===== config.mk =====
export PLATFORM = sky130hd
export DESIGN_NAME = lzss_ctrl
export DESIGN_NICKNAME = d
export VERILOG_FILES = /design/src/rtl/core/assert_macros.svh /design/src/rtl/core/lzss_pkg.sv /design/src/rtl/core/lzss_ctrl.sv
export SDC_FILE = /design/constraint.sdc
export NUM_CORES = 1
export LEC_CHECK = 0
export ABC_AREA = 1
export BUFFER_PORTS_ARGS = -buffer_cell sky130_fd_sc_hd__buf_2
export CORE_MARGIN = 2
export CORE_UTILIZATION = 51
export DETAILED_ROUTE_END_ITERATION = 10
export HOLD_SLACK_MARGIN = 0.1
export PLACE_DENSITY = 0.83
export REMOVE_ABC_BUFFERS = 1
export SYNTH_ARGS = -nofsm -noshare
export SYNTH_HDL_FRONTEND = slang
export SYNTH_SLANG_ARGS = --single-unit

===== constraint.sdc =====
create_clock -name clk -period 3 [get_ports clk]
set_input_delay 0.45 -clock clk [delete_from_list [all_inputs] [get_ports clk]]
set_output_delay 0.45 -clock clk [all_outputs]
set_load 0.01 [all_outputs]

===== src/rtl/core/assert_macros.svh =====
// ----------------------------------------------------------------------------
// assert_macros.svh
// Clocked assertion shorthands. The including scope provides clk and rst.
// ----------------------------------------------------------------------------
`ifndef ASSERT_MACROS_SVH
`define ASSERT_MACROS_SVH

// Condition holds on every clock edge out of reset
`define ASSERT_ALWAYS(label, cond, msg) \
  label: assert property (@(posedge clk) disable iff (rst) (cond)) else $error(msg);

// Antecedent implies consequent in the same cycle
`define ASSERT_IMPL(label, ante, cons, msg) \
  label: assert property (@(posedge clk) disable iff (rst) (ante) |-> (cons)) \
    else $error(msg);

// Antecedent implies consequent in the next cycle
`define ASSERT_NEXT(label, ante, cons, msg) \
  label: assert property (@(posedge clk) disable iff (rst) (ante) |=> (cons)) \
    else $error(msg);

`endif


===== src/rtl/core/lzss_pkg.sv =====
// ----------------------------------------------------------------------------
// lzss_pkg
// Shared constants, codes and controller/datapath bundles of the LZSS core.
// ----------------------------------------------------------------------------
package lzss_pkg;

  localparam int WINDOW_SIZE = 4096;
  localparam int WIN_AW      = $clog2(WINDOW_SIZE);
  localparam logic [15:0] MAX_OUTPUT = 16'hFFFF;
  // Match length field is stored biased by two
  localparam int CNT_BIAS    = 2;
  localparam int CNT_W       = 5;

  // Result status codes
  typedef enum logic [1:0] {
    ST_DATA  = 2'd0,
    ST_DONE  = 2'd1,
    ST_TRUNC = 2'd2
  } lzss_status_t;

  // Controller to datapath commands
  typedef struct packed {
    logic         acc;         // input request taken: latch in_last
    logic         set_tgt_lo;  // first header byte
    logic         set_tgt_hi;  // second header byte
    logic         load_flags;  // new flag byte
    logic         adv_flag;    // consume one flag bit
    logic         hold_low;    // low byte of a match word
    logic         lit_latch;   // literal byte
    logic         load_copy;   // high byte of a match word
    logic         rd_issue;    // history read for the next copy byte
    logic         emit_data;   // push a data result
    logic         src_copy;    // data comes from history, else literal
    logic         emit_stat;   // push a status-only result
    lzss_status_t stat_code;
  } lzss_cmd_t;

  // Datapath to controller status
  typedef struct packed {
    logic flag_needed;
    logic flag_bit;
    logic target_zero;
    logic out_free;
    logic hit;         // next data byte reaches the target size
    logic copy_final;  // next copy byte is the last of its match
    logic last_q;      // latched in_last of the byte in flight
  } lzss_sts_t;

endpackage


===== src/rtl/core/lzss_ctrl.sv =====
// ----------------------------------------------------------------------------
// lzss_ctrl
// Parse and copy sequencer: walks the header, flag bits, literals and
// matches, and paces data and status results into the output register.
// ----------------------------------------------------------------------------
module lzss_ctrl
  import lzss_pkg::*;
(
  input  logic      clk,
  input  logic      rst,
  input  logic      in_valid,
  input  logic      in_last,
  output logic      in_ready,
  input  lzss_sts_t sts,
  output lzss_cmd_t cmd
);

  typedef enum logic [3:0] {
    S_HDR0, S_HDR1, S_HDR2, S_HDR3,
    S_BODY, S_REFHI, S_LIT, S_CRD, S_CWR, S_STAT, S_HALT
  } state_t;

  state_t       state, state_next;
  lzss_status_t stat_code, stat_code_next;
  logic         accept;

  always_ff @(posedge clk) begin
    if (rst) begin
      state     <= S_HDR0;
      stat_code <= ST_DATA;
    end else begin
      state     <= state_next;
      stat_code <= stat_code_next;
    end
  end

  // Input is taken only in parse states; a halted core drains and drops bytes
  always_comb begin
    unique case (state)
      S_HDR0, S_HDR1, S_HDR2, S_HDR3,
      S_BODY, S_REFHI, S_HALT: in_ready = 1'b1;
      default:                 in_ready = 1'b0;
    endcase
  end

  assign accept = in_valid && in_ready;

  always_comb begin
    state_next     = state;
    stat_code_next = stat_code;
    cmd            = '0;
    cmd.stat_code  = stat_code;
    cmd.acc        = accept && (state != S_HALT);

    unique case (state)
      S_HDR0, S_HDR1, S_HDR2: begin
        if (accept) begin
          cmd.set_tgt_lo = (state == S_HDR0);
          cmd.set_tgt_hi = (state == S_HDR1);
          if (in_last) begin
            state_next     = S_STAT;
            stat_code_next = ST_TRUNC;
          end else begin
            unique case (state)
              S_HDR0:  state_next = S_HDR1;
              S_HDR1:  state_next = S_HDR2;
              default: state_next = S_HDR3;
            endcase
          end
        end
      end

      // Empty output finishes right after the header
      S_HDR3: begin
        if (accept) begin
          if (sts.target_zero) begin
            state_next     = S_STAT;
            stat_code_next = ST_DONE;
          end else if (in_last) begin
            state_next     = S_STAT;
            stat_code_next = ST_TRUNC;
          end else begin
            state_next = S_BODY;
          end
        end
      end

      S_BODY: begin
        if (accept) begin
          if (sts.flag_needed) begin
            cmd.load_flags = 1'b1;
            if (in_last) begin
              state_next     = S_STAT;
              stat_code_next = ST_TRUNC;
            end
          end else if (sts.flag_bit) begin
            cmd.lit_latch = 1'b1;
            cmd.adv_flag  = 1'b1;
            state_next    = S_LIT;
          end else begin
            cmd.hold_low = 1'b1;
            if (in_last) begin
              state_next     = S_STAT;
              stat_code_next = ST_TRUNC;
            end else begin
              state_next = S_REFHI;
            end
          end
        end
      end

      S_REFHI: begin
        if (accept) begin
          cmd.load_copy = 1'b1;
          cmd.adv_flag  = 1'b1;
          state_next    = S_CRD;
        end
      end

      S_LIT: begin
        if (sts.out_free) begin
          cmd.emit_data = 1'b1;
          state_next    = (sts.hit || sts.last_q) ? S_HALT : S_BODY;
        end
      end

      S_CRD: begin
        cmd.rd_issue = 1'b1;
        state_next   = S_CWR;
      end

      // One history byte per read; the match ends early at the target size
      S_CWR: begin
        if (sts.out_free) begin
          cmd.emit_data = 1'b1;
          cmd.src_copy  = 1'b1;
          if (sts.hit || sts.copy_final) begin
            state_next = (sts.hit || sts.last_q) ? S_HALT : S_BODY;
          end else begin
            state_next = S_CRD;
          end
        end
      end

      S_STAT: begin
        if (sts.out_free) begin
          cmd.emit_stat = 1'b1;
          state_next    = S_HALT;
        end
      end

      S_HALT: state_next = S_HALT;

      default: state_next = S_HALT;
    endcase
  end

endmodule


### After elaboration in Yosys (flattened, before gate mapping)

Index checks and enable logic that the tools add are counted.

* flip-flop bits (word level): 6
* bits in latches: 0
* bits in writable memories: 0
* memory bits (read-only): 0
* input bits: 11
* output and inout port bits: 15
* word-level logic and storage cells: 77
* memories: 0

* add/subtract/negate cells: 0
* multiply operators: 0
* divide/modulo/power cells: 0
* order comparisons: 0
* equality and inequality tests: 20
* shift operators: 0
* mux-type cells: 45
* bitwise gates (word level): 0
* reduce and logical (&&, ||, !) cells: 10

Operators by type and width (count)
* two-way mux 4 bit: 17
* case mux 4 bit (8 select lines): 1
* two-way mux 2 bit: 11
* equality test 4 x 3 -> 1 bit (second input constant): 4
* != test 2 bit (second input constant): 7
* equality test 4 bit (second input constant): 3
* two-way mux 1 bit: 11
* equality test 4 x 2 -> 1 bit (second input constant): 2
* AND reduction 8 bit: 1
* OR reduction 7 bit: 1
* != test 3 bit (second input constant): 2
* case mux 2 bit (3 select lines): 1
* AND reduction 5 bit: 1
* equality test 4 x 1 -> 1 bit (second input constant): 1
* zero test 4 bit: 1
* != test 4 bit (second input constant): 1
* case mux 1 bit (2 select lines): 2
* case mux 2 bit (2 select lines): 1
* two-way mux 3 bit: 1
* nonzero test 3 bit: 1
* OR reduction 3 bit: 1
* logical AND 1 bit: 2
* logical OR 1 bit: 2

### Longest topological paths before layout

* word-level depth: 6
* mapped depth: 9
* gate-level depth less buffers: 9

### Worst setup path after synthesis

No wires, ideal clock.

* path kind: reg-to-output
* start point: register state[2]
* end point: output port cmd[8] in the netlist's numbering
* arrival time: 1.140 ns
* required time: 2.550 ns
* path slack: 1.410 ns
* stages on the path, launching flop included: 5
* buffers on the path: 0
* path through: dfxtp_1 -> inv_1 -> nor2_4 -> nand2_2 -> nor4_1

RTL lines
* start, declared: RTL line lzss_ctrl.sv:23 `state_t state, state_next;`
* start signal, assigned: RTL line lzss_ctrl.sv:32 `state <= state_next;`
* end, declared: RTL line lzss_ctrl.sv:15 `output lzss_cmd_t cmd`

==> results.json <==
{
  "outcome": "completed",
  "setup_ws_ns": 1.03,
  "vias_per_cell": 5.08,
  "setup_viol": 0,
  "area_growth_pct": 24.4,
  "ctsHtreeMaxLevel": 1,
  "avgSynthCellArea_sq_um": 5.30,
  "vias": 873,
  "seq_area_sq_um": 120,
  "rsz0062_at_grt": "no",
  "tightestPinTransition_ns": 0.291,
  "path_max_fanout": 8,
  "clkSlewWorstSetupHoldPaths_ns": 0.05,
  "synth_cell_type_count": 19,
  "clk_latency_ns": 0.25,
  "io-pin-count": 26,
  "p_leak_nw": 0.504,
  "stdcell_area_sq_um": 850,
  "syn_inst": 129,
  "io_buffers": 25,
  "grtUsageTotal": 0.238,
  "cp_data_required_time_ns": 2.55,
  "min_path_type": "input pin to register",
  "cpMostUsedCell": "inv_1",
  "fp.dieW_um": 40.6,
  "dp_hpwl_um": 1490,
  "dieArea_sq_mm": 0.00165,
  "netlist_area_sq_um": 683,
  "cts-root-buf": "clkbuf_4",
  "fp.dieH_um": 40.6,
  "antenna_found_initial": 0,
  "dp_slack_ns": 1.29,
  "routedWlPerCell_um": 10.5,
  "cp_slowest_stage_delay_ns": 0.39,
  "cts_hold_buf": 0,
  "end_kind": "output pin",
  "p_per_area_mw_per_mm2": 759,
  "irDropWorstVdd_mv": 0.389,
  "cts_buffer_depth": 2,
  "placed_area_sq_um": 827,
  "period_minus_slack_ns": 1.97,
  "core-area_sq_mm": 0.00127,
  "cts_buffers": 3,
  "yosysWarnings": 0,
  "cp_slowest_cell": "dfxtp_1",
  "drc": 0,
  "synth-seq-cells": 6,
  "multi_input_comb_area_sq_um": 492,
  "start_util": 0.538,
  "dr.pass1.iters": 4,
  "hold_viol_final": 0,
  "cts_tree": "built",
  "rows": 13,
  "drt_wl_total_um": 1800,
  "post-cts-setup-buffers": 0,
  "fin_setup_tns_ns": 0,
  "finalWeightedCongestion": 0.940,
  "grt_first_pass_wirelength_um": 2590,
  "fin_util": 0.670,
  "drive_gt1_frac": 0.261,
  "finalClockSkew_ns": 0.00807,
  "crit_buf_inv": 3,
  "ys_seq_area_frac": 0.176,
  "nets": 170,
  "drt_iter0_drc": 32,
  "first_global_vias": 663,
  "worst_setup_path_start_kind": "register",
  "final-max-slew-violation-count": 0,
  "maxCapViolCount": 0,
  "slew_headroom": 0.804,
  "fill_cells": 130,
  "diodes": 0,
  "crit_chain": "inv_1 > nor2_4 > nand2_2 > nor2_1 > inv_1 > o22ai_1 > buf_2",
  "grt_overflow": 0,
  "period_share": 0.657,
  "max_freq_mhz": 507,
  "ant_nets": 0,
  "numClockSinks": 6,
  "cpLargestDelayFamily": "simple AND/OR/NAND/NOR gates",
  "path_class": "register to output pin",
  "grt_max_degree": 10,
  "cp.arrival_ns": 1.52,
  "finalPower_w": 0.000645,
  "cts_resized": 0
}
[cells in the mapped netlist]
master | count | share of area
nor2_2 | 1 | 0.0092
inv_1 | 17 | 0.093
nor2_4 | 2 | 0.033
nand2_2 | 3 | 0.027
nor4_1 | 2 | 0.018
o21ai_1 | 1 | 0.0073
nand3b_1 | 1 | 0.011
nand3_1 | 10 | 0.073
o22ai_1 | 1 | 0.0092
nor3_1 | 2 | 0.015
nor2_1 | 29 | 0.16
a21oi_2 | 1 | 0.013
a21oi_1 | 5 | 0.037
inv_2 | 2 | 0.011
dfxtp_1 | 6 | 0.18
o21ai_0 | 4 | 0.029
nand2_1 | 38 | 0.21
or2_2 | 2 | 0.018
nand3_4 | 2 | 0.051
[worst paths after layout]
| path | startpoint | end | slack (ns) | depth (start not counted) |
|---|---|---|---|---|
| worst min register to register | stat_code[0] | stat_code[0] | 0.46 | 2 |
| worst max register to register | state[1] | state[1] | 1.53 | 9 |
| worst max-delay path | state[2] | cmd[9] | 1.03 | 7 |
| worst min-delay path | rst | stat_code[0] | 0.37 | 2 |
[per-layer routing]
| layer | vias up | global-route usage | share of wire |
|---|---|---|---|
| li1 | 461 | - | - |
| met1 | 369 | 0.284 | 0.42 |
| met2 | 39 | 0.389 | 0.48 |
| met3 | 4 | 0.0278 | 0.084 |
| met4 | 0 | 0.167 | 0.017 |
| met5 | - | 0 | 0 |
[logic make-up after synthesis]
family	share of synthesized area
AND/OR/NAND/NOR	0.625
buffers and inverters	0.104
flip-flops	0.176
AO/OA/AOI/OAI	0.0952
[metrics by stage]
step	hold slack (ns)	std cells
after floorplan	0.477	129
final	0.367	172
after global routing	0.378	172
after detailed placement	0.449	169
after CTS	0.357	172
after global placement	0.446	169
[state kept, by name, indices dropped and copies added (netlist names)]
register / cells
stat_code: 2
state: 4
[layout make-up]
| type | count | area share |
|---|---|---|
| Multi-Input combinational cell | 104 | 0.579 |
| Timing Repair Buffer | 25 | 0.147 |
| Sequential cell | 6 | 0.141 |
| Inverter | 19 | 0.0839 |
| Clock buffer | 3 | 0.0265 |
| Tap cell | 15 | 0.0221 |
[placed cells by master (no fill, tap or decap)]
master,n
nand3_4,2
nor4_1,2
o21ai_1,1
inv_2,2
nand3_1,10
a21oi_2,1
nor2_2,1
clkbuf_4,3
dfxtp_1,6
nand3b_1,1
nand2_2,3
buf_2,25
nor2_1,29
or2_2,2
inv_1,17
o22ai_1,1
o21ai_0,4
nor3_1,2
nand2_1,38
a21oi_1,5
nor2_4,2
[power by group]
| group | leakage [nW] | total (W) | internal (W) | switching [W] |
|---|---|---|---|---|
| logic | 0.441 | 0.000431 | 0.000147 | 0.000284 |
| registers | 0.0495 | 0.000139 | 0.000104 | 0.0000348 |
| clock network | 0.0138 | 0.0000749 | 0.0000453 | 0.0000296 |
| total | 0.504 | 0.000645 | 0.000296 | 0.000348 |
No activity file was read; power rests on OpenSTA's default activity.
